File: src/tsp_pkg.sv
`timescale 1ns / 1ps
// ----------------------------------------------------------------------------
// tsp_pkg
// Types, codes and constants shared by the transport stream packetizer.
// ----------------------------------------------------------------------------
package tsp_pkg;

  localparam int unsigned MaxFrameBytes = 1048576;
  localparam int unsigned CmdDepth      = 4;

  // item function codes
  localparam logic [1:0] FuncBegin = 2'd0;
  localparam logic [1:0] FuncHdr   = 2'd1;
  localparam logic [1:0] FuncEs    = 2'd2;

  // configuration
  localparam int unsigned PaddrW       = 3;
  localparam logic        RegStreamPid = 1'b0;

  // packet constants
  localparam logic [7:0] SyncByte     = 8'h47;
  localparam logic [7:0] PusiFlag     = 8'h40;
  localparam logic [7:0] ScPayload    = 8'h10;
  localparam logic [7:0] ScAfPayload  = 8'h30;
  localparam logic [7:0] AfFlagsByte  = 8'h00;
  localparam logic [7:0] FillByte     = 8'hFF;
  localparam logic [7:0] PayloadBytes = 8'd184;
  localparam logic [7:0] AdaptBase    = 8'd183;

  // run steps of one command, in output order
  localparam int unsigned NumSteps = 9;
  localparam logic [3:0] StepSync    = 4'd0;
  localparam logic [3:0] StepPidHi   = 4'd1;
  localparam logic [3:0] StepPidLo   = 4'd2;
  localparam logic [3:0] StepCc      = 4'd3;
  localparam logic [3:0] StepAfLen   = 4'd4;
  localparam logic [3:0] StepAfFlags = 4'd5;
  localparam logic [3:0] StepStuff   = 4'd6;
  localparam logic [3:0] StepData    = 4'd7;
  localparam logic [3:0] StepFill    = 4'd8;

  typedef struct packed {
    logic        hdr_en;
    logic        pusi;
    logic [3:0]  cc;
    logic        adapt_en;
    logic [7:0]  adapt;
    logic        flags_en;
    logic        stuff_en;
    logic        data_en;
    logic [7:0]  data;
    logic        fill_en;
    logic [7:0]  fill_len;
    logic        pkt_last;
    logic        frame_last;
    logic [12:0] pkt_total;
  } tsp_cmd_t;

endpackage

File: src/tsp_if.sv
`timescale 1ns / 1ps
// ----------------------------------------------------------------------------
// tsp_in_if / tsp_out_if
// Valid/ready channels for input items and output byte runs.
// ----------------------------------------------------------------------------
interface tsp_in_if;
  logic        valid;
  logic        ready;
  logic [1:0]  func;
  logic [3:0]  cc_init;
  logic        with_pusi;
  logic [7:0]  header_length;
  logic [19:0] es_length;
  logic [7:0]  data_byte;

  modport source (
    output valid, func, cc_init, with_pusi, header_length, es_length, data_byte,
    input  ready
  );
  modport sink (
    input  valid, func, cc_init, with_pusi, header_length, es_length, data_byte,
    output ready
  );
endinterface

interface tsp_out_if;
  logic        valid;
  logic        ready;
  logic [7:0]  out_byte;
  logic [7:0]  run_length;
  logic        packet_first;
  logic        packet_last;
  logic        frame_last;
  logic [12:0] pkt_number;

  modport source (
    output valid, out_byte, run_length, packet_first, packet_last, frame_last,
           pkt_number,
    input  ready
  );
  modport sink (
    input  valid, out_byte, run_length, packet_first, packet_last, frame_last,
           pkt_number,
    output ready
  );
endinterface

File: src/ts_es_packetizer_core.sv
`timescale 1ns / 1ps
// ----------------------------------------------------------------------------
// ts_es_packetizer_core
// Cuts elementary-stream frames into 188-byte transport packets, output as
// runs of equal bytes with packet and frame marks.
// ----------------------------------------------------------------------------
//  channel   dir  handshake              carries
//  items_i   in   valid/ready            func, cc_init, with_pusi, lengths, byte
//  runs_o    out  valid/ready            out_byte, run_length, marks, count
//  apb       in   psel/penable/pwrite    stream_pid at word 0
//
//  Front takes one item per cycle while the command queue has room.
//  Back sends one run per cycle while runs_o is ready; an item that opens a
//  packet gives up to eight runs, a data byte one run, two if it closes with fill.
//  Reset clears all control state at once; no clearing pass.
//  Either side may stall; the queue and output register decouple them.
// ----------------------------------------------------------------------------
module ts_es_packetizer_core #(
  parameter int unsigned MAX_FRAME_BYTES = tsp_pkg::MaxFrameBytes,
  parameter int unsigned CMD_DEPTH       = tsp_pkg::CmdDepth
) (
  input  logic                       clk_i,
  input  logic                       rst_ni,
  tsp_in_if.sink                     items_i,
  tsp_out_if.source                  runs_o,
  input  logic                       psel,
  input  logic                       penable,
  input  logic                       pwrite,
  input  logic [tsp_pkg::PaddrW-1:0] paddr,
  input  logic [31:0]                pwdata,
  output logic [31:0]                prdata,
  output logic                       pready
);
  import tsp_pkg::*;

  logic [12:0] pid_q;
  logic        cfg_wr;
  logic        push;
  logic        pop;
  logic        q_full;
  logic        q_empty;
  tsp_cmd_t    cmd_in;
  tsp_cmd_t    cmd_head;

  assign pready = 1'b1;
  assign cfg_wr = psel && penable && pwrite && (paddr[PaddrW-1] == RegStreamPid);
  assign prdata = (paddr[PaddrW-1] == RegStreamPid) ? {19'd0, pid_q} : 32'd0;

  always_ff @(posedge clk_i or negedge rst_ni) begin
    if (!rst_ni) begin
      pid_q <= '0;
    end else if (cfg_wr) begin
      pid_q <= pwdata[12:0];
    end
  end

  tsp_front #(
    .MAX_FRAME_BYTES(MAX_FRAME_BYTES)
  ) u_front (
    .clk_i   (clk_i),
    .rst_ni  (rst_ni),
    .items_i (items_i),
    .q_full_i(q_full),
    .push_o  (push),
    .cmd_o   (cmd_in)
  );

  tsp_cmd_fifo #(
    .DEPTH(CMD_DEPTH)
  ) u_fifo (
    .clk_i  (clk_i),
    .rst_ni (rst_ni),
    .push_i (push),
    .data_i (cmd_in),
    .full_o (q_full),
    .pop_i  (pop),
    .empty_o(q_empty),
    .data_o (cmd_head)
  );

  tsp_back u_back (
    .clk_i    (clk_i),
    .rst_ni   (rst_ni),
    .pid_i    (pid_q),
    .q_empty_i(q_empty),
    .q_head_i (cmd_head),
    .pop_o    (pop),
    .runs_o   (runs_o)
  );

endmodule

File: src/tsp_front.sv
`timescale 1ns / 1ps
// ----------------------------------------------------------------------------
// tsp_front
// Accepts items, tracks frame and packet state, and emits one run command
// per item that produces output.
// ----------------------------------------------------------------------------
module tsp_front #(
  parameter int unsigned MAX_FRAME_BYTES = tsp_pkg::MaxFrameBytes
) (
  input  logic              clk_i,
  input  logic              rst_ni,
  tsp_in_if.sink            items_i,
  input  logic              q_full_i,
  output logic              push_o,
  output tsp_pkg::tsp_cmd_t cmd_o
);
  import tsp_pkg::*;

  localparam logic [24:0] MaxLen = 25'(MAX_FRAME_BYTES);

  logic [3:0]  cc_q, cc_d;
  logic [19:0] stream_q, stream_d;
  logic [7:0]  room_q, room_d;
  logic [7:0]  hdr_left_q, hdr_left_d;
  logic        first_open_q, first_open_d;
  logic        active_q, active_d;
  logic [12:0] pkt_total_q, pkt_total_d;

  logic        accept;
  logic        has_run;
  logic        pusi;
  logic [7:0]  hlen;
  logic [19:0] elen;
  logic [7:0]  room_open;
  logic [7:0]  room_n;
  logic [7:0]  hdr_n;
  logic [19:0] stream_n;

  assign items_i.ready = !q_full_i;
  assign accept        = items_i.valid && items_i.ready;
  assign push_o        = accept && has_run;

  always_comb begin
    cc_d         = cc_q;
    stream_d     = stream_q;
    room_d       = room_q;
    hdr_left_d   = hdr_left_q;
    first_open_d = first_open_q;
    active_d     = active_q;
    pkt_total_d  = pkt_total_q;
    has_run      = 1'b0;
    cmd_o           = '0;
    cmd_o.cc        = cc_q;
    cmd_o.pkt_total = pkt_total_q;
    cmd_o.data      = items_i.data_byte;

    hlen = (items_i.header_length > PayloadBytes) ? PayloadBytes : items_i.header_length;
    elen = ({5'd0, items_i.es_length} > MaxLen) ? MaxLen[19:0] : items_i.es_length;
    pusi = items_i.with_pusi && (hlen != 8'd0);
    room_open = room_q;
    room_n    = room_q - 8'd1;
    hdr_n     = hdr_left_q - 8'd1;
    stream_n  = stream_q - 20'd1;

    unique case (items_i.func)
      FuncBegin: begin
        stream_d     = elen;
        first_open_d = pusi;
        active_d     = pusi || (elen != 20'd0);
        hdr_left_d   = pusi ? hlen : 8'd0;
        room_d       = pusi ? PayloadBytes : 8'd0;
        pkt_total_d  = pusi ? 13'd1 : 13'd0;
        cc_d         = pusi ? items_i.cc_init + 4'd1 : items_i.cc_init;
        has_run         = pusi;
        cmd_o.hdr_en    = pusi;
        cmd_o.pusi      = 1'b1;
        cmd_o.cc        = items_i.cc_init;
        cmd_o.pkt_total = 13'd1;
      end
      FuncHdr: begin
        if (active_q && first_open_q && (hdr_left_q != 8'd0)) begin
          has_run       = 1'b1;
          cmd_o.data_en = 1'b1;
          hdr_left_d    = hdr_n;
          room_d        = room_n;
          if (hdr_n == 8'd0) begin
            if (room_n == 8'd0 || stream_q == 20'd0) begin
              cmd_o.fill_en  = (room_n != 8'd0);
              cmd_o.fill_len = room_n;
              room_d         = 8'd0;
              first_open_d   = 1'b0;
              cmd_o.pkt_last = 1'b1;
              if (stream_q == 20'd0) begin
                cmd_o.frame_last = 1'b1;
                active_d         = 1'b0;
              end
            end
          end
        end
      end
      FuncEs: begin
        if (active_q && (hdr_left_q == 8'd0) && (stream_q != 20'd0)) begin
          has_run       = 1'b1;
          cmd_o.data_en = 1'b1;
          if (!first_open_q && room_q == 8'd0) begin
            cmd_o.hdr_en    = 1'b1;
            cmd_o.pkt_total = pkt_total_q + 13'd1;
            pkt_total_d     = pkt_total_q + 13'd1;
            cc_d            = cc_q + 4'd1;
            if (stream_q >= 20'(PayloadBytes)) begin
              room_open = PayloadBytes;
            end else begin
              room_open      = stream_q[7:0];
              cmd_o.adapt_en = 1'b1;
              cmd_o.adapt    = AdaptBase - stream_q[7:0];
              cmd_o.flags_en = (cmd_o.adapt >= 8'd1);
              cmd_o.stuff_en = (cmd_o.adapt >= 8'd2);
            end
          end
          room_n   = room_open - 8'd1;
          stream_d = stream_n;
          room_d   = room_n;
          if (room_n == 8'd0 || (first_open_q && stream_n == 20'd0)) begin
            cmd_o.fill_en  = (room_n != 8'd0);
            cmd_o.fill_len = room_n;
            room_d         = 8'd0;
            first_open_d   = 1'b0;
            cmd_o.pkt_last = 1'b1;
            if (stream_n == 20'd0) begin
              cmd_o.frame_last = 1'b1;
              active_d         = 1'b0;
            end
          end
        end
      end
      default: begin
      end
    endcase
  end

  always_ff @(posedge clk_i or negedge rst_ni) begin
    if (!rst_ni) begin
      cc_q         <= '0;
      stream_q     <= '0;
      room_q       <= '0;
      hdr_left_q   <= '0;
      first_open_q <= 1'b0;
      active_q     <= 1'b0;
      pkt_total_q  <= '0;
    end else if (accept) begin
      cc_q         <= cc_d;
      stream_q     <= stream_d;
      room_q       <= room_d;
      hdr_left_q   <= hdr_left_d;
      first_open_q <= first_open_d;
      active_q     <= active_d;
      pkt_total_q  <= pkt_total_d;
    end
  end

  a_idle_clean: assert property (@(posedge clk_i) disable iff (!rst_ni)
    !active_q |-> (room_q == 8'd0) && (hdr_left_q == 8'd0) && !first_open_q)
    else $error("idle frame state not clear");

  a_first_has_room: assert property (@(posedge clk_i) disable iff (!rst_ni)
    first_open_q |-> (room_q != 8'd0) && (room_q >= hdr_left_q))
    else $error("first packet without room for header");

endmodule

File: src/tsp_cmd_fifo.sv
`timescale 1ns / 1ps
// ----------------------------------------------------------------------------
// tsp_cmd_fifo
// Short command queue between the front and the back part.
// ----------------------------------------------------------------------------
module tsp_cmd_fifo #(
  parameter int unsigned DEPTH = tsp_pkg::CmdDepth
) (
  input  logic              clk_i,
  input  logic              rst_ni,
  input  logic              push_i,
  input  tsp_pkg::tsp_cmd_t data_i,
  output logic              full_o,
  input  logic              pop_i,
  output logic              empty_o,
  output tsp_pkg::tsp_cmd_t data_o
);
  import tsp_pkg::*;

  localparam int unsigned PtrW = (DEPTH > 1) ? $clog2(DEPTH) : 1;
  localparam int unsigned CntW = $clog2(DEPTH + 1);

  tsp_cmd_t            mem_q [DEPTH];
  logic [PtrW-1:0]     wptr_q, rptr_q;
  logic [CntW-1:0]     cnt_q;

  assign full_o  = (cnt_q == CntW'(DEPTH));
  assign empty_o = (cnt_q == '0);
  assign data_o  = mem_q[rptr_q];

  always_ff @(posedge clk_i) begin
    if (push_i) begin
      mem_q[wptr_q] <= data_i;
    end
  end

  always_ff @(posedge clk_i or negedge rst_ni) begin
    if (!rst_ni) begin
      wptr_q <= '0;
      rptr_q <= '0;
      cnt_q  <= '0;
    end else begin
      if (push_i) begin
        wptr_q <= (wptr_q == PtrW'(DEPTH - 1)) ? '0 : wptr_q + PtrW'(1);
      end
      if (pop_i) begin
        rptr_q <= (rptr_q == PtrW'(DEPTH - 1)) ? '0 : rptr_q + PtrW'(1);
      end
      unique case ({push_i, pop_i})
        2'b10:   cnt_q <= cnt_q + CntW'(1);
        2'b01:   cnt_q <= cnt_q - CntW'(1);
        default: cnt_q <= cnt_q;
      endcase
    end
  end

  a_no_overflow: assert property (@(posedge clk_i) disable iff (!rst_ni)
    !(push_i && full_o) && !(pop_i && empty_o))
    else $error("command queue over- or underflow");

endmodule

File: src/tsp_back.sv
`timescale 1ns / 1ps
// ----------------------------------------------------------------------------
// tsp_back
// Expands run commands into output byte runs, one run per cycle while not
// stalled by the output, through an output register.
// ----------------------------------------------------------------------------
module tsp_back (
  input  logic              clk_i,
  input  logic              rst_ni,
  input  logic [12:0]       pid_i,
  input  logic              q_empty_i,
  input  tsp_pkg::tsp_cmd_t q_head_i,
  output logic              pop_o,
  tsp_out_if.source         runs_o
);
  import tsp_pkg::*;

  tsp_cmd_t              cur_q;
  logic [NumSteps-1:0]   mask_q;
  logic                  cur_vld_q;

  logic [NumSteps-1:0]   head_mask;
  logic [NumSteps-1:0]   rest;
  logic [3:0]            step;
  logic                  advance;
  logic                  last_run;

  logic [7:0]  byte_d, byte_q;
  logic [7:0]  len_d, len_q;
  logic        first_d, first_q;
  logic        plast_q, flast_q;
  logic [12:0] pkt_q;
  logic        out_vld_q;

  assign head_mask = {q_head_i.fill_en, q_head_i.data_en, q_head_i.stuff_en,
                      q_head_i.flags_en, q_head_i.adapt_en, {4{q_head_i.hdr_en}}};

  assign advance  = cur_vld_q && (!out_vld_q || runs_o.ready);
  assign rest     = mask_q & (mask_q - NumSteps'(1));
  assign last_run = (rest == '0);
  assign pop_o    = !q_empty_i && (!cur_vld_q || (advance && last_run));

  always_comb begin
    step = StepFill;
    for (int i = NumSteps - 1; i >= 0; i--) begin
      if (mask_q[i]) begin
        step = 4'(i);
      end
    end
  end

  always_comb begin
    byte_d  = FillByte;
    len_d   = 8'd1;
    first_d = 1'b0;
    unique case (step)
      StepSync: begin
        byte_d  = SyncByte;
        first_d = 1'b1;
      end
      StepPidHi:   byte_d = (cur_q.pusi ? PusiFlag : 8'h00) | {3'b000, pid_i[12:8]};
      StepPidLo:   byte_d = pid_i[7:0];
      StepCc:      byte_d = (cur_q.adapt_en ? ScAfPayload : ScPayload) | {4'h0, cur_q.cc};
      StepAfLen:   byte_d = cur_q.adapt;
      StepAfFlags: byte_d = AfFlagsByte;
      StepStuff: begin
        byte_d = FillByte;
        len_d  = cur_q.adapt - 8'd1;
      end
      StepData:    byte_d = cur_q.data;
      StepFill: begin
        byte_d = FillByte;
        len_d  = cur_q.fill_len;
      end
      default: byte_d = FillByte;
    endcase
  end

  always_ff @(posedge clk_i or negedge rst_ni) begin
    if (!rst_ni) begin
      cur_vld_q <= 1'b0;
      mask_q    <= '0;
    end else if (pop_o) begin
      cur_vld_q <= 1'b1;
      mask_q    <= head_mask;
    end else if (advance) begin
      mask_q <= rest;
      if (last_run) begin
        cur_vld_q <= 1'b0;
      end
    end
  end

  always_ff @(posedge clk_i) begin
    if (pop_o) begin
      cur_q <= q_head_i;
    end
  end

  always_ff @(posedge clk_i or negedge rst_ni) begin
    if (!rst_ni) begin
      out_vld_q <= 1'b0;
    end else if (advance) begin
      out_vld_q <= 1'b1;
    end else if (runs_o.ready) begin
      out_vld_q <= 1'b0;
    end
  end

  always_ff @(posedge clk_i) begin
    if (advance) begin
      byte_q  <= byte_d;
      len_q   <= len_d;
      first_q <= first_d;
      plast_q <= last_run && cur_q.pkt_last;
      flast_q <= last_run && cur_q.frame_last;
      pkt_q   <= cur_q.pkt_total;
    end
  end

  assign runs_o.valid        = out_vld_q;
  assign runs_o.out_byte     = byte_q;
  assign runs_o.run_length   = len_q;
  assign runs_o.packet_first = first_q;
  assign runs_o.packet_last  = plast_q;
  assign runs_o.frame_last   = flast_q;
  assign runs_o.pkt_number   = pkt_q;

  a_sync_run: assert property (@(posedge clk_i) disable iff (!rst_ni)
    out_vld_q && first_q |-> (byte_q == SyncByte) && (len_q == 8'd1) && !plast_q)
    else $error("packet start run malformed");

  a_frame_ends_packet: assert property (@(posedge clk_i) disable iff (!rst_ni)
    out_vld_q && flast_q |-> plast_q)
    else $error("frame end without packet end");

  a_run_nonzero: assert property (@(posedge clk_i) disable iff (!rst_ni)
    advance |=> (len_q != 8'd0))
    else $error("zero-length run");

endmodule

File: src/flat_wrapper.sv
// flat-port wrapper written by rule: the top's interface ports become plain ports
module ts_es_packetizer_core_flat import tsp_pkg::*;
#(
  parameter int unsigned MAX_FRAME_BYTES = tsp_pkg::MaxFrameBytes,
  parameter int unsigned CMD_DEPTH       = tsp_pkg::CmdDepth
)
  (clk_i, rst_ni, psel, penable, pwrite, paddr, pwdata, prdata, pready, items_i_valid, items_i_func, items_i_cc_init, items_i_with_pusi, items_i_header_length, items_i_es_length, items_i_data_byte, items_i_ready, runs_o_valid, runs_o_out_byte, runs_o_run_length, runs_o_packet_first, runs_o_packet_last, runs_o_frame_last, runs_o_pkt_number, runs_o_ready);
  tsp_in_if items_i_i ();
  tsp_out_if runs_o_i ();
  input  logic clk_i;
  input  logic rst_ni;
  input  logic psel;
  input  logic penable;
  input  logic pwrite;
  input  logic [tsp_pkg::PaddrW-1:0] paddr;
  input  logic [31:0] pwdata;
  output logic [31:0] prdata;
  output logic pready;
  input wire logic [$bits(items_i_i.valid)-1:0] items_i_valid;
  input wire logic [$bits(items_i_i.func)-1:0] items_i_func;
  input wire logic [$bits(items_i_i.cc_init)-1:0] items_i_cc_init;
  input wire logic [$bits(items_i_i.with_pusi)-1:0] items_i_with_pusi;
  input wire logic [$bits(items_i_i.header_length)-1:0] items_i_header_length;
  input wire logic [$bits(items_i_i.es_length)-1:0] items_i_es_length;
  input wire logic [$bits(items_i_i.data_byte)-1:0] items_i_data_byte;
  output wire logic [$bits(items_i_i.ready)-1:0] items_i_ready;
  output wire logic [$bits(runs_o_i.valid)-1:0] runs_o_valid;
  output wire logic [$bits(runs_o_i.out_byte)-1:0] runs_o_out_byte;
  output wire logic [$bits(runs_o_i.run_length)-1:0] runs_o_run_length;
  output wire logic [$bits(runs_o_i.packet_first)-1:0] runs_o_packet_first;
  output wire logic [$bits(runs_o_i.packet_last)-1:0] runs_o_packet_last;
  output wire logic [$bits(runs_o_i.frame_last)-1:0] runs_o_frame_last;
  output wire logic [$bits(runs_o_i.pkt_number)-1:0] runs_o_pkt_number;
  input wire logic [$bits(runs_o_i.ready)-1:0] runs_o_ready;
  assign items_i_i.valid = items_i_valid;
  assign items_i_i.func = items_i_func;
  assign items_i_i.cc_init = items_i_cc_init;
  assign items_i_i.with_pusi = items_i_with_pusi;
  assign items_i_i.header_length = items_i_header_length;
  assign items_i_i.es_length = items_i_es_length;
  assign items_i_i.data_byte = items_i_data_byte;
  assign items_i_ready = items_i_i.ready;
  assign runs_o_valid = runs_o_i.valid;
  assign runs_o_out_byte = runs_o_i.out_byte;
  assign runs_o_run_length = runs_o_i.run_length;
  assign runs_o_packet_first = runs_o_i.packet_first;
  assign runs_o_packet_last = runs_o_i.packet_last;
  assign runs_o_frame_last = runs_o_i.frame_last;
  assign runs_o_pkt_number = runs_o_i.pkt_number;
  assign runs_o_i.ready = runs_o_ready;
  ts_es_packetizer_core #(.MAX_FRAME_BYTES(MAX_FRAME_BYTES), .CMD_DEPTH(CMD_DEPTH)) u_core (.clk_i(clk_i), .rst_ni(rst_ni), .items_i(items_i_i), .runs_o(runs_o_i), .psel(psel), .penable(penable), .pwrite(pwrite), .paddr(paddr), .pwdata(pwdata), .prdata(prdata), .pready(pready));
endmodule
File: config.mk
export PLATFORM = sky130hd
export DESIGN_NAME = ts_es_packetizer_core_flat
export DESIGN_NICKNAME = d
export VERILOG_FILES = /design/src/tsp_pkg.sv /design/src/tsp_if.sv /design/src/ts_es_packetizer_core.sv /design/src/tsp_front.sv /design/src/tsp_cmd_fifo.sv /design/src/tsp_back.sv /design/src/flat_wrapper.sv
export SDC_FILE = /design/constraint.sdc
export NUM_CORES = 1
export LEC_CHECK = 0
export ABC_AREA = 1
export BUFFER_PORTS_ARGS = -buffer_cell sky130_fd_sc_hd__clkbuf_2
export CAP_MARGIN = 25
export CELL_PAD_IN_SITES_DETAIL_PLACEMENT = 1
export CELL_PAD_IN_SITES_GLOBAL_PLACEMENT = 1
export CORE_MARGIN = 2
export CORE_UTILIZATION = 35
export DETAILED_ROUTE_END_ITERATION = 12
export GPL_TIMING_DRIVEN = 0
export PLACE_DENSITY_LB_ADDON = 0.1
export REMOVE_ABC_BUFFERS = 1
export SLEW_MARGIN = 5
export SYNTH_ARGS = -nofsm -noshare
export SYNTH_HDL_FRONTEND = slang
export SYNTH_SLANG_ARGS = --single-unit
File: constraint.sdc
create_clock -name clk_i -period 13.7 [get_ports clk_i]
set_input_delay 0 -clock clk_i [delete_from_list [all_inputs] [get_ports clk_i]]
set_output_delay 0 -clock clk_i [all_outputs]
set_load 0.005 [all_outputs]
Yosys cells after proc, flatten, opt, wreduce, memory -nomap -nowiden
Memory sizes are Yosys's and may differ from the RTL's.
Cells that the tools add are included.
{"block": "word_totals", "latch_bits": 0, "register_bits": 163, "out_inout_bits": 67, "wordCells": 219, "rom_bits": 0, "mem_count": 1, "mem_bits_rw": 200}
{"memory": "u_core.u_fifo.mem_q", "words": 4, "word_bits": 50, "rd": 1, "rd_clocked_by_memory_dff": 0, "wr": 1, "line": "tsp_cmd_fifo.sv:23", "text": "tsp_cmd_t mem_q [DEPTH];"}
{"block": "op_classes", "n_eq_ne": 23, "order_cmp": 4, "mul": 0, "shifts": 0, "n_reduce_logical": 58, "bitwise": 4, "div_mod_pow": 0, "addsub": 14, "n_mux": 86}
{"cell": "$mux 8", "count": 13}
{"cell": "$mux 11", "count": 7}
{"cell": "$pmux 8 s7", "count": 1}
{"cell": "$pmux 13 s2", "count": 2}
{"cell": "$mux 4", "count": 11}
{"cell": "$logic_not 20->1", "count": 2}
{"cell": "$logic_not 8->1", "count": 5}
{"cell": "$pmux 20 s2", "count": 1}
{"cell": "$reduce_bool 20->1", "count": 2}
{"cell": "$mux 13", "count": 3}
{"cell": "$pmux 8 s2", "count": 2}
{"cell": "$reduce_bool 8->1", "count": 4}
{"cell": "$sub 8x1->8 const B", "count": 4}
{"cell": "$mux 1", "count": 27}
{"cell": "$mux 24", "count": 1}
{"cell": "$pmux 8 s3", "count": 1}
{"cell": "$pmux 11 s2", "count": 1}
{"cell": "$ge 20x8->1 const B", "count": 1}
{"cell": "$mux 20", "count": 1}
{"cell": "$sub 20x1->20 const B", "count": 1}
{"cell": "$mux 9", "count": 2}
{"cell": "$logic_and 1x1->1", "count": 17}
{"cell": "$eq 4x3->1 const B", "count": 4}
{"cell": "$ne 2x2->1 const B", "count": 8}
{"cell": "42 further kinds", "count": 68}

Longest topological paths before layout
Gate-level depths: netlist of the first run.
{"block": "logic_depth", "word_depth": 11, "mapped_depth": 22, "ltp_nobuf": 21}

By module
Synthesis of the first run repeated with hierarchy kept, for this count alone.
{"block": "unflattened", "cells_unflattened": 1798, "hier_area_um2": 18028.5}
{"mod": "tsp_cmd_fifo", "area_each_um2": 8439.3, "n_inst": 1, "cells_per_inst": 637}
{"mod": "tsp_front", "area_each_um2": 5147.4, "n_inst": 1, "cells_per_inst": 745}
{"mod": "tsp_back", "area_each_um2": 3641.0, "n_inst": 1, "cells_per_inst": 307}
{"mod": "ts_es_packetizer_core", "area_each_um2": 800.8, "n_inst": 1, "cells_per_inst": 109}

Least setup slack after synthesis of the first run
Ideal clock, no wire load.
{"block": "synth_path", "path_type": "reg2reg", "from": "register u_core.u_front.stream_q[0]", "to": "memory u_core.u_fifo.mem_q[0][0] in the netlist's numbering, enable pin", "required_ns": 13.242, "slack_ns": 9.367, "path_stages_with_launch": 12, "arrival_time_ns": 3.875, "setup_time_ns": 0.458, "synth_period_minus_slack_ns": 4.333, "cell_sequence": "dfrtp_1 -> inv_1 -> ha_1 -> inv_1 -> nor2_2 -> inv_2 -> nor3_1 -> nor3b_1 -> nand2_1 -> nand3_1 -> nand3_1 -> nor2_1"}
{"block": "synth_via", "elab_chain_len": 7}
{"element": "from (decl)", "line": "tsp_front.sv:22", "text": "logic [19:0] stream_q, stream_d;"}
{"element": "from (signal assigned)", "line": "tsp_front.sv:152", "text": "stream_q <= stream_d;"}
{"element": "$reduce_bool 20->1", "line": "tsp_front.sv:102", "text": "if (active_q && (hdr_left_q == 8'd0) && (stream_q != 20'd0)) begin"}
{"element": "$logic_and 1x1->1", "line": "tsp_front.sv:102"}
{"element": "$mux 1", "line": "tsp_front.sv:102"}
{"element": "$pmux 1 s3", "line": "tsp_front.sv:65", "text": "unique case (items_i.func)"}
{"element": "$logic_and 1x1->1", "line": "tsp_front.sv:41", "text": "assign push_o = accept && has_run;"}
{"element": "$mux 1", "line": "tsp_cmd_fifo.sv:32", "text": "if (push_i) begin"}
{"element": "$mux 1 (implied by the code)", "line": "tsp_cmd_fifo.sv:33", "text": "mem_q[wptr_q] <= data_i;"}
{"element": "to (decl)", "line": "tsp_cmd_fifo.sv:23"}
No other way between the ends.

Worst setup path in the final report of the first run
{"block": "layout_path", "from": "register u_core.u_front.stream_q[0]", "to": "register u_core.u_fifo.cnt_q[2]"}
{"block": "layout_via", "elab_chain_len": 7, "word_cells_on_any_way": 9, "cone_classes": "eq/ne: 2; mux: 3; reduce/logical: 4"}
{"element": "$reduce_bool 20->1 (*)", "line": "tsp_front.sv:102"}
{"element": "$logic_and 1x1->1 (*)", "line": "tsp_front.sv:102"}
{"element": "$mux 1 (*)", "line": "tsp_front.sv:102"}
{"element": "$pmux 1 s3 (*)", "line": "tsp_front.sv:65"}
{"element": "$logic_and 1x1->1 (*)", "line": "tsp_front.sv:41"}
{"element": "$eq 2x1->1 / $eq 2x2->1 (equally long branches)", "line": "tsp_cmd_fifo.sv:49", "text": "unique case ({push_i, pop_i})"}
{"element": "$pmux 3 s2 / $reduce_bool 2->1 (equally long branches)"}
{"element": "to (signal assigned)", "line": "tsp_cmd_fifo.sv:50", "text": "2'b10: cnt_q <= cnt_q + CntW'(1);"}
{"element": "to (signal assigned)", "line": "tsp_cmd_fifo.sv:51", "text": "2'b01: cnt_q <= cnt_q - CntW'(1);"}
{"element": "to (signal assigned)", "line": "tsp_cmd_fifo.sv:52", "text": "default: cnt_q <= cnt_q;"}
{"element": "to (decl)", "line": "tsp_cmd_fifo.sv:25", "text": "logic [CntW-1:0] cnt_q;"}
Every way passes the cells marked *; elsewhere a longest branch is shown, timed or not.
A chain may end at the register's enable or synchronous reset.

==> summary.log, run 1 <==
[clock_tree] setup repair bufs after CTS 0
[drt] Pre-Repair DR Iteration Count 5
[finish] post-synthesis to final-layout area growth 21.02%
[grt] maximum number of pins on one net before global-route repair 87
[floorplanning] number of top-level design ports 152
[grt] number of antenna violations at the first check in global routing 0
[sta] sum of negative setup slack 0 ps
[yosys] Avg Synthesized Cell Area 10.32 um2
[drt] post-detailed-routing wire length 47.18 mm
[floorplanning] Starting Density 35.33%
[setup_path] critical path class flop to flop
[clock_tree] CTS tree yes
[setup_path] highest fanout seen on the critical path 19
[clock_tree] root cell of the clock tree clkbuf_16
[clock_tree] hold-fix buffer count after cts 58
[yosys] synth top area cells edfxtp_1, dfrtp_1, o21ai_0
[finish] sequential cell area 10,480 um2
[placement] dpl cells 2,310
[yosys] Yosys top cell area share 49.41%
[placement] placer congestion estimate 0.8205
[power] LEAKAGE 7.954 nW
[drt] DR vias/cell 5.020
[status] result of the run complete, but fails checks
[setup_path] Top Family by Delay on Critical Path simple AND/OR/NAND/NOR gates
[setup_path] number of buffers and inverters on the critical path 4
[yosys] fraction of registers with async set or reset after synthesis 23.69%
[yosys] Post-synth EDFFs 277
[finish] fin nets 1,913
[yosys] post-synthesis cell area 16,830 um2
[finish] n_diodes 0
[sta] ratio of final minimum period to clock period 33.01%
[yosys] sequential-to-total area share from yosys stat 62.19%
[yosys] count of cell types in the netlist 54
[sta] worst hold slack -32.78 ps
[placement] number of port buffers 110
[placement] total placed instance area 18,260 um2
[finish] area of combinational cells with multiple inputs 5484 um2
[grt] global-route wire length before repair 74.36 mm
[grt] number of global-route vias before repair 13,020
[sta] maximum operating frequency 221.2 MHz
[power] maximum ir drop on the vdd rail 0.07758 mV
[floorplanning] die footprint 49,870 um2
[clock_tree] number of cells upsized or downsized after cts 0
[finish] finished layout cell area 20,370 um2
[floorplanning] row count 80
[setup_path] endpoint class of the critical path flop
[sta] largest clock skew in the final design 24.14 ps
[yosys] top cells by count, synth edfxtp_1, nor2_1, nand2_1, o21ai_0, inv_1
[drt] Routed Antenna Nets 0
[drt] iteration-0 DRC count of the detailed router 788
[sta] fin crit period 4522 ps
[grt] remaining global-route overflow 0
[clock_tree] clock sinks 363
[setup_path] worst-path cell with the longest stage delay nand2_1
[sta] transition time of the tightest slew-check pin 960.9 ps
[setup_path] data arrival time of the critical path 4970 ps
[yosys] number of instances in the synthesized netlist 1,632
[setup_path] biggest cell delay along the critical path 630 ps
[drt] total via count in the routed design 12,290
[setup_path] worst-path cell chain inv_1 -> ha_1 -> inv_1 -> nor2_2 -> inv_2 -> nor3_1 -> nor3b_1 -> nand2_1 -> nand3_1 -> nand3_1 -> ha_1 -> inv_1 -> fa_1 -> a21oi_1 -> o21ai_0 -> xnor2_1
[setup_path] nature of the critical path startpoint flop
[power] pwr dens 210.0 nW/um2
[yosys] Yosys warnings 0
[sta] Final Hold Fails 4
[finish] utilization of the core after routing 42.76%
[yosys] flip-flop and latch count after synthesis 363
[sta] RSZ-0062 raised after global routing no
[min_path] Min-Delay Path Class primary input to flop
[sta] worst slew slack as a fraction of its limit 35.54%
[status] failing checks hold timing
[clock_tree] clock-pin transition on the worst setup and hold timing paths 60 ps
[floorplanning] height of the die 223.3 um
[yosys] library cell with the highest instance count after synthesis edfxtp_1
[sta] Final Slew Violations 0
[yosys] cell accounting for the most synthesized area edfxtp_1
[finish] share of post-route cells with drive strength above 1 13.20%
[floorplanning] Core Box Area 47,650 um2
[finish] number of fillers in the final layout 5,258
[clock_tree] Num CTS Buffers 43
[finish] final non-filler cell total 2,449
[clock_tree] htree depth 2
[clock_tree] maximum count of clock buffers along a single path 3
[placement] post-detail-place hpwl 31.92 mm
[setup_path] Crit path required time 14,150 ps
[setup_path] crit-path most repeated cell inv_1
[sta] final setup violation count 0
[floorplanning] chip width 223.3 um
[yosys] prevailing post-synth register cell edfxtp_1
[job] number of maximum-capacitance constraint violations 0
[drt] wire length per cell after detailed routing 19.26 um
[grt] GRT Overall Usage 19.19%
[clock_tree] clock latency at the later pin of the worst-skew pair 570 ps
[drt] total DRC errors in the routed layout 0
==> where the power goes <==
| group | switching (mW) | leakage (nW) | internal (mW) | total (mW) |
|---|---|---|---|---|
| combinational | 0.930 | 3.60 | 0.449 | 1.38 |
| sequential | 0.184 | 3.63 | 1.50 | 1.68 |
| clock | 0.464 | 0.723 | 0.752 | 1.22 |
| total | 1.58 | 7.95 | 2.70 | 4.28 |
==> layout make-up <==
type | instances | area share (%)
well taps | 615 | 3.777
clock buffers | 55 | 5.699
multi-input cells | 1051 | 26.92
inverters | 154 | 2.850
clock inverters | 24 | 1.701
repair buffers | 187 | 7.640
flip-flops and latches | 363 | 51.42
==> cell families (layout without fill, tap and decap cells) <==
family	after synthesis	after routing	synth area share, %
multiplexers	1	1	0.06688
adder cells (fa/ha/maj)	28	28	2.126
flip-flops	363	363	62.19
AO/OA/AOI/OAI	352	352	11.76
XOR/XNOR	49	49	2.549
other	2	20	0.04461
buffers and inverters	236	420	5.871
AND/OR/NAND/NOR	601	601	15.39
==> per-stage QoR <==
stage | hold slack [ps] | worst slack (ps) | power (mW)
global placement | 218.9 | 5697 | 3.035
global route | 0.9965 | 8843 | 4.581
detailed placement | 90.17 | 9121 | 3.092
finish | -32.78 | 9178 | 4.279
floorplan | -295.6 | 9185 | 2.519
CTS | 43.22 | 9098 | 4.341
==> path summary, 6_finish.rpt <==
kind / startpoint / to / slack [ps] / cells after the start
worst max-delay path: u_core.u_front.stream_q[0] / u_core.u_fifo.cnt_q[2] / 9180 / 16
worst max register to register: u_core.u_front.stream_q[0] / u_core.u_fifo.cnt_q[2] / 9180 / 16
worst min-delay path: penable / u_core.pid_q[1] / -30 / 3
max in group asynchronous: rst_ni / u_core.u_front.cc_q[0] / 13200 / 3
worst min register to register: u_core.u_back.cur_q[8] / u_core.u_back.runs_o.pkt_number[8] / 420 / 0
min in group asynchronous: rst_ni / u_core.u_fifo.cnt_q[0] / 20 / 3
==> layout by cell type (no fill, tap or decap), types with 9 or more instances in the layout <==
master and count:
a21oi_1 50, buf_16 9, clkbuf_16 43, clkbuf_2 109, clkinv_1 10, conb_1 20
dfrtp_1 84, dlygate4sd3_1 59, edfxtp_1 277, ha_1 26, inv_1 137, inv_2 11
nand2_1 222, nand3_1 53, nand4_1 27, nor2_1 233, nor3_1 20, o211ai_1 14
o21ai_0 186, o22ai_1 77, xor2_1 44
==> worst reg2reg max path, stage by stage (launching register included) <==
cell and delay, ps:
dfrtp_1 440, inv_1 310, ha_1 280, inv_1 80
nor2_2 150, inv_2 80, nor3_1 440, nor3b_1 130
nand2_1 630, nand3_1 160, nand3_1 540, ha_1 270
inv_1 70, fa_1 390, a21oi_1 170, o21ai_0 130
xnor2_1 150
==> per-layer routing <==
metal  track usage, %  part of all wire (%)  vias to the layer above
met1            25.75                    47                     6083
met3            2.950                   3.1                       52
met4            4.280                   1.7                        0
li1                 -                     -                     5987
met2            32.87                    48                      171
met5                0                     0                        -
==> state kept, by name, indices dropped and copies added, names as in the netlist <==
signal                             cells
u_core.u_fifo.mem_q                  200
u_core.u_back.cur_q                   45
u_core.u_front.stream_q               20
u_core.pid_q                          13
u_core.u_back.runs_o.pkt_number       13
u_core.u_front.pkt_total_q            13
u_core.u_back.mask_q                   9
u_core.u_back.runs_o.out_byte          8
u_core.u_back.runs_o.run_length        8
u_core.u_front.hdr_left_q              8
u_core.u_front.room_q                  8
u_core.u_front.cc_q                    4
u_core.u_fifo.cnt_q                    3
u_core.u_fifo.rptr_q                   2
u_core.u_fifo.wptr_q                   2
u_core.u_back.cur_vld_q                1
u_core.u_back.runs_o.frame_last        1
u_core.u_back.runs_o.packet_first      1
u_core.u_back.runs_o.packet_last       1
u_core.u_back.runs_o.valid             1
u_core.u_front.active_q                1
u_core.u_front.first_open_q            1
Note: power is estimated with default switching activity, not from simulation.
==> run 2, diff against run 1 <==
Clock period 13.7 ns to 4.1 ns, I/O delays scaled along.
==> summary.log, run 2 (synthesis gave the netlist of run 1 again) <==
[status] result of the run complete, but fails checks [unchanged]
[status] failing checks hold timing [unchanged]
[power] pwr dens 698.5 nW/um2 [was 210.0 nW/um2]
[placement] placer congestion estimate 0.8205 [unchanged]
[sta] final setup violation count 0 [unchanged]
[clock_tree] maximum count of clock buffers along a single path 3 [unchanged]
[sta] worst slew slack as a fraction of its limit 35.30% [was 35.54%]
[placement] number of port buffers 110 [unchanged]
[grt] remaining global-route overflow 0 [unchanged]
[floorplanning] chip width 223.3 um [unchanged]
[floorplanning] number of top-level design ports 152 [unchanged]
[drt] iteration-0 DRC count of the detailed router 781 [was 788]
[power] maximum ir drop on the vdd rail 0.2619 mV [was 0.07758 mV]
[grt] maximum number of pins on one net before global-route repair 87 [unchanged]
[sta] worst hold slack -31.90 ps [was -32.78 ps]
[sta] maximum operating frequency 265.1 MHz [was 221.2 MHz]
[finish] share of post-route cells with drive strength above 1 14.13% [was 13.20%]
[min_path] Min-Delay Path Class primary input to flop [unchanged]
[sta] Final Hold Fails 4 [unchanged]
[floorplanning] height of the die 223.3 um [unchanged]
[sta] Final Slew Violations 0 [unchanged]
[finish] largest registers u_core.u_fifo.mem_q (200), u_core.u_back.cur_q (45), u_core.u_front.stream_q (20) [unchanged]
[grt] number of antenna violations at the first check in global routing 0 [unchanged]
[grt] GRT Overall Usage 19.21% [was 19.19%]
[setup_path] worst-path cell with the longest stage delay nor2_4 [was nand2_1]
[drt] wire length per cell after detailed routing 19.25 um [was 19.26 um]
[finish] post-synthesis to final-layout area growth 21.68% [was 21.02%]
[grt] number of global-route vias before repair 13,040 [was 13,020]
[setup_path] worst-path cell chain inv_1 -> ha_1 -> inv_1 -> nor2_2 -> inv_2 -> nor3_2 -> nor3b_1 -> nor2_1 -> nor2_1 -> inv_2 -> nor2_4 -> o21ai_0 -> clkinv_1 -> o21ai_0 -> o22ai_1 [was inv_1 -> ha_1 -> inv_1 -> nor2_2 -> inv_2 -> nor3_1 -> nor3b_1 -> nand2_1 -> nand3_1 -> nand3_1 -> ha_1 -> inv_1 -> fa_1 -> a21oi_1 -> o21ai_0 -> xnor2_1]
[job] number of maximum-capacitance constraint violations 0 [unchanged]
[setup_path] Crit path required time 4560 ps [was 14,150 ps]
[drt] total DRC errors in the routed layout 0 [unchanged]
[setup_path] nature of the critical path startpoint flop [unchanged]
[sta] largest clock skew in the final design 24.23 ps [was 24.14 ps]
[floorplanning] Starting Density 35.33% [unchanged]
[drt] total via count in the routed design 12,340 [was 12,290]
[floorplanning] die footprint 49,870 um2 [unchanged]
[finish] area of combinational cells with multiple inputs 5533 um2 [was 5484 um2]
[setup_path] biggest cell delay along the critical path 500 ps [was 630 ps]
[clock_tree] clock sinks 363 [unchanged]
[power] LEAKAGE 8.001 nW [was 7.954 nW]
[clock_tree] htree depth 2 [unchanged]
[floorplanning] row count 80 [unchanged]
[finish] number of fillers in the final layout 5,260 [was 5,258]
[finish] most flop-heavy register u_core.u_fifo.mem_q [unchanged]
[finish] fin nets 1,919 [was 1,913]
[drt] DR vias/cell 5.024 [was 5.020]
[setup_path] critical path class flop to flop [unchanged]
[sta] fin crit period 3772 ps [was 4522 ps]
[floorplanning] Core Box Area 47,650 um2 [unchanged]
[finish] most used cells in the layout excluding fill and tap cells edfxtp_1, nor2_1, nand2_1 [unchanged]
[drt] post-detailed-routing wire length 47.25 mm [was 47.18 mm]
[finish] n_diodes 0 [unchanged]
[finish] utilization of the core after routing 42.99% [was 42.76%]
[drt] Pre-Repair DR Iteration Count 5 [unchanged]
[finish] leading cell type in the layout, fill and taps excluded edfxtp_1 [unchanged]
[clock_tree] Num CTS Buffers 43 [unchanged]
[clock_tree] CTS tree yes [unchanged]
[finish] sequential cell area 10,480 um2 [unchanged]
[clock_tree] clock-pin transition on the worst setup and hold timing paths 60 ps [about the same]
[finish] max reg flops 200 [unchanged]
[clock_tree] root cell of the clock tree clkbuf_16 [unchanged]
[sta] transition time of the tightest slew-check pin 964.5 ps [was 960.9 ps]
[drt] Routed Antenna Nets 0 [unchanged]
[setup_path] endpoint class of the critical path flop [unchanged]
[sta] RSZ-0062 raised after global routing yes [was no]
[setup_path] data arrival time of the critical path 4240 ps [was 4970 ps]
[setup_path] highest fanout seen on the critical path 24 [was 19]
[clock_tree] clock latency at the later pin of the worst-skew pair 560 ps [was 570 ps]
[grt] global-route wire length before repair 74.43 mm [was 74.36 mm]
[placement] post-detail-place hpwl 31.92 mm [unchanged]
[sta] ratio of final minimum period to clock period 92.00% [was 33.01%]
## run 2: cell types whose count changed in the layout (fill, tap and decap cells not counted), sizes merged
cell    delta
buf        +6
clkinv     +1
inv        -1
## run 2: critical path: cells and delay by family, from the launching register on
| family | cells | cell delay [ps] |
|---|---|---|
| buf+inv | 5 | 820 |
| flops | 1 | 440 |
| compound gates | 3 | 630 |
| simple gates | 6 | 1460 |
| fa+ha+maj | 1 | 300 |
## run 2: what timing repair did
item,in CTS,in global routing
setup endpoints to repair,170,45
gates resized for setup,2,14
pin swaps,4,0
hold buffers,58,1
hold endpoints to repair,177,4
setup buffers,6,0
## run 2: layout make-up
class	instances	area share (%)
flip-flops and latches	363	51.14
well taps	615	3.756
clock buffers	55	5.668
inverters	154	2.859
clock inverters	24	1.692
multi-input cells	1051	27.01
repair buffers	193	7.879
## run 2: worst paths after layout
| kind | startpoint | endpoint | slack [ps] | cells after the start |
|---|---|---|---|---|
| max | u_core.u_front.stream_q[0] | u_core.u_front.cc_q[2] | 330 | 15 |
| min reg2reg | u_core.u_back.cur_q[8] | u_core.u_back.runs_o.pkt_number[8] | 420 | 0 |
| min in group asynchronous | rst_ni | u_core.u_fifo.cnt_q[0] | 30 | 3 |
| min | penable | u_core.pid_q[1] | -30 | 3 |
| max in group asynchronous | rst_ni | u_core.u_front.cc_q[0] | 3610 | 3 |
| max reg2reg | u_core.u_front.stream_q[0] | u_core.u_front.cc_q[2] | 330 | 15 |
## run 2: through the flow
step           worst slack, ps  instance area (um2)  setup TNS (ps)  instances  power, mW
6_report                 328.0                20480               0       2455      14.31
5_1_grt                 -34.38                20480          -34.82       2455      15.33
4_1_cts                  10.02                20420               0       2453      14.51
3_5_place_dp            -479.4                18260          -38300       2310      10.33
3_3_place_gp             -3903                17810        -1014260       2293      10.14
2_1_floorplan           -415.3                16490          -83190       1568      8.417
## run 2: metal layers
layer	GRT usage, %	routed length, um	part of all wire [%]
met1	25.77	22210	47
met2	32.91	22560	48
met3	2.950	1669	3.5
met4	4.280	804	1.7
met5	0	0	0
## run 2: power breakdown
group	switching (mW)	internal, mW
registers	0.612	5.01
clock network	1.54	2.51
logic	3.13	1.51
total	5.28	9.03
==> run 3, diff against run 2 <==
Settings changed: ABC_AREA 1 to default.
==> summary.log, run 3 <==
[floorplanning] Starting Density 35.61% [was 35.33%]
[finish] number of fillers in the final layout 4,785 [was 5,260]
[grt] number of antenna violations at the first check in global routing 0 [unchanged]
[drt] iteration-0 DRC count of the detailed router 624 [was 781]
[clock_tree] clock sinks 363 [unchanged]
[sta] Final Slew Violations 0 [unchanged]
[yosys] cell accounting for the most synthesized area edfxtp_1 [unchanged]
[finish] leading cell type in the layout, fill and taps excluded edfxtp_1 [unchanged]
[setup_path] capture point of the worst path u_core.u_fifo.cnt_q[2] [was u_core.u_front.cc_q[2]]
[setup_path] Worst R2R Path Depth 13 [was 15]
[drt] Pre-Repair DR Iteration Count 5 [unchanged]
[power] overall power after layout 13.15 mW [was 14.31 mW]
[setup_path] endpoint of the worst-slack reg-to-reg timing path u_core.u_fifo.cnt_q[2] [was u_core.u_front.cc_q[2]]
[sta] worst hold slack -5.721 ps [was -31.90 ps]
[sta] RSZ-0062 raised after global routing no [was yes]
[yosys] library cell with the highest instance count after synthesis edfxtp_1 [unchanged]
[power] net switching power figure 4.498 mW [was 5.283 mW]
[setup_path] highest fanout seen on the critical path 21 [was 24]
[power] LEAKAGE 7.148 nW [was 8.001 nW]
[grt] remaining global-route overflow 0 [unchanged]
[drt] wire length per cell after detailed routing 21.40 um [was 19.25 um]
[setup_path] worst reg-to-reg setup slack 250 ps [was 330 ps]
[yosys] flip-flop and latch count after synthesis 363 [unchanged]
[yosys] synth top area cells edfxtp_1, dfrtp_1, mux4_2 [was edfxtp_1, dfrtp_1, o21ai_0]
[yosys] Post-synth EDFFs 277 [unchanged]
[setup_path] Crit path required time 4570 ps [was 4560 ps]
[status] result of the run complete, but fails checks [unchanged]
[power] Sw Share 34.20% [was 36.92%]
[power] maximum ir drop on the vdd rail 0.3136 mV [was 0.2619 mV]
[job] number of maximum-capacitance constraint violations 0 [unchanged]
[placement] post-detail-place hpwl 29.19 mm [was 31.92 mm]
[power] power share of the sequential group 44.6% [was 39.3%]
[yosys] Yosys warnings 0 [unchanged]
[setup_path] launching element of the worst setup path u_core.u_back.mask_q[1] [was u_core.u_front.stream_q[0]]
[clock_tree] clock-pin transition on the worst setup and hold timing paths 60 ps [about the same]
[setup_path] critical path class flop to flop [unchanged]
[yosys] fraction of registers with async set or reset after synthesis 23.69% [unchanged]
[yosys] post-synthesis cell area 16,650 um2 [was 16,830 um2]
[drt] Routed Antenna Nets 0 [unchanged]
[power] cell-internal power 8.653 mW [was 9.027 mW]
[placement] placer congestion estimate 0.7973 [was 0.8205]
[power] power share of the combinational group 28.8% [was 32.4%]
[clock_tree] Num CTS Buffers 41 [was 43]
[finish] final non-filler cell total 2,057 [was 2,455]
[finish] most flop-heavy register u_core.u_fifo.mem_q [unchanged]
[status] failing checks hold timing [unchanged]
[sta] final setup violation count 0 [unchanged]
[clock_tree] maximum count of clock buffers along a single path 3 [unchanged]
[setup_path] data arrival time of the critical path 4320 ps [was 4240 ps]
[finish] most used cells in the layout excluding fill and tap cells edfxtp_1, clkbuf_2, o21ai_0, dfrtp_1, nand2_1 [was edfxtp_1, nor2_1, nand2_1]
[power] part of the total power dissipated in the clock network 26.7% [was 28.3%]
[floorplanning] chip width 222.1 um [was 223.3 um]
[min_path] Min-Delay Path Class primary input to async pin [was primary input to flop]
[clock_tree] CTS tree yes [unchanged]
[placement] dpl ws -804.3 ps [was -479.4 ps]
[floorplanning] height of the die 222.1 um [was 223.3 um]
[floorplanning] Core Box Area 46,750 um2 [was 47,650 um2]
[finish] post-synthesis to final-layout area growth 20.62% [was 21.68%]
[sta] fin crit period 3849 ps [was 3772 ps]
[finish] share of post-route cells with drive strength above 1 22.14% [was 14.13%]
[yosys] Avg Synthesized Cell Area 13.33 um2 [was 10.32 um2]
[setup_path] endpoint class of the critical path flop [unchanged]
[setup_path] launch instance of the worst register-to-register path u_core.u_back.mask_q[1] [was u_core.u_front.stream_q[0]]
[power] pwr dens 654.9 nW/um2 [was 698.5 nW/um2]
[grt] GRT Overall Usage 17.77% [was 19.21%]
[clock_tree] root cell of the clock tree clkbuf_16 [unchanged]
[sta] maximum operating frequency 259.8 MHz [was 265.1 MHz]
[grt] number of global-route vias before repair 11,480 [was 13,040]
[grt] maximum number of pins on one net before global-route repair 85 [was 87]
[finish] largest registers u_core.u_fifo.mem_q (200), u_core.u_back.cur_q (45), u_core.u_front.stream_q (20) [unchanged]
[placement] number of port buffers 110 [unchanged]
[sta] largest clock skew in the final design 12.59 ps [was 24.23 ps]
[floorplanning] row count 79 [was 80]
[sta] worst slew slack as a fraction of its limit 36.24% [was 35.30%]
[yosys] count of cell types in the netlist 74 [was 54]
[sta] final setup slack of the worst path 250.9 ps [was 328.0 ps]
[yosys] top cells by count, synth edfxtp_1, dfrtp_1, o21ai_0, nand2_1, nor2_1 [was edfxtp_1, nor2_1, nand2_1, o21ai_0, inv_1]
[setup_path] nature of the critical path startpoint flop [unchanged]
[sta] Final Hold Fails 1 [was 4]
[drt] total via count in the routed design 10,920 [was 12,340]
[finish] max reg flops 200 [unchanged]
[floorplanning] die footprint 49,330 um2 [was 49,870 um2]
[drt] total DRC errors in the routed layout 0 [unchanged]
[yosys] prevailing post-synth register cell edfxtp_1 [unchanged]
[clock_tree] htree depth 2 [unchanged]
[floorplanning] number of top-level design ports 152 [unchanged]
[sta] sum of negative setup slack 0 ps [unchanged]
[yosys] Yosys top cell area share 49.96% [was 49.41%]
[drt] post-detailed-routing wire length 44.03 mm [was 47.25 mm]
[yosys] sequential-to-total area share from yosys stat 62.89% [was 62.19%]
[yosys] number of instances in the synthesized netlist 1,249 [was 1,632]
[finish] n_diodes 0 [unchanged]
[sta] transition time of the tightest slew-check pin 946.4 ps [was 964.5 ps]
[clock_tree] clock latency at the later pin of the worst-skew pair 560 ps [about the same]
[sta] ratio of final minimum period to clock period 93.88% [was 92.00%]
[finish] fin nets 1,531 [was 1,919]
[grt] global-route wire length before repair 68.08 mm [was 74.43 mm]
[drt] DR vias/cell 5.310 [was 5.024]
[placement] dpl cells 1,917 [was 2,310]
## run 3: worst min path at each step
stage,from,endpoint,slack [ps],depth (start not counted)
2_1_floorplan,rst_ni,u_core.pid_q[0],-300,0
3_3_place_gp,items_i_data_byte[2],u_core.u_fifo.mem_q[0][26],220,1
3_5_place_dp,rst_ni,u_core.pid_q[6],-190,1
4_1_cts,items_i_header_length[4],u_core.u_front.hdr_left_q[4],0.9,6
5_1_grt,rst_ni,u_core.pid_q[12],30,3
6_report,rst_ni,u_core.pid_q[12],-6,3
## run 3: what timing repair did
action | CTS | global route
hold buffers | 58 | 0
endpoints found under the setup margin | 77 | 66
resized for setup | 27 | 16
hold endpoints to repair | 181 | 0
cloned | 0 | 2
setup buffers | 2 | 3
pin swaps | 1 | 6
## run 3: layer usage
metal	vias to the layer above	track usage (%)	share of wire (%)
li1	5127	-	-
met1	5555	24.32	46
met2	191	29.62	48
met3	49	2.876	3.7
met4	0	4.250	1.7
met5	-	0	0
## run 3: layout make-up
cell class	count	area [um2]	area share, %
Clock buffer	58	1110	5.526
Clock inverter	17	155.1	0.7726
Inverter	41	158.9	0.7913
Multi-Input combinational cell	780	5946	29.61
Sequential cell	363	10480	52.17
Tap cell	607	759.5	3.782
Timing Repair Buffer	191	1475	7.346
## run 3: critical path: stages, from the launching register on
cell,delay [ps]
dfrtp_1,540
or4_1,610
or3_1,440
nor3_4,240
nor3_1,120
a21o_1,220
a21o_1,300
inv_6,240
ha_1,220
inv_1,60
fa_1,370
xor2_1,150
nor2_1,110
xor2_1,150
## run 3: cells by family after synthesis
logic type | count (synthesis) | share of synthesized area [%]
other | 2 | 0.04511
buffers and inverters | 126 | 3.397
DFF | 363 | 62.89
muxes | 74 | 8.357
adders and majority gates | 29 | 2.210
and+or+nand+nor | 341 | 10.60
xor gates and xnor gates | 31 | 1.631
AOI/OAI and AO/OA | 283 | 10.87
## run 3: power groups by stage
stage                     logic [mW]  clock network (mW)  registers, mW
after detailed placement        3.58                   0           5.95
after CTS                       3.74                3.63           5.89
after floorplan                 2.44                   0           5.61
after global routing            4.18                3.76           6.00
after global placement          3.45                   0           6.02
final                           3.78                3.51           5.86
## run 3: per-stage QoR
step | utilization [%] | cell area, um2
final | 42.95 | 20080
after floorplan | - | 16300
after global placement | 37.68 | 17610
after CTS | 42.67 | 19950
after global routing | 42.95 | 20080
after detailed placement | 38.39 | 17950
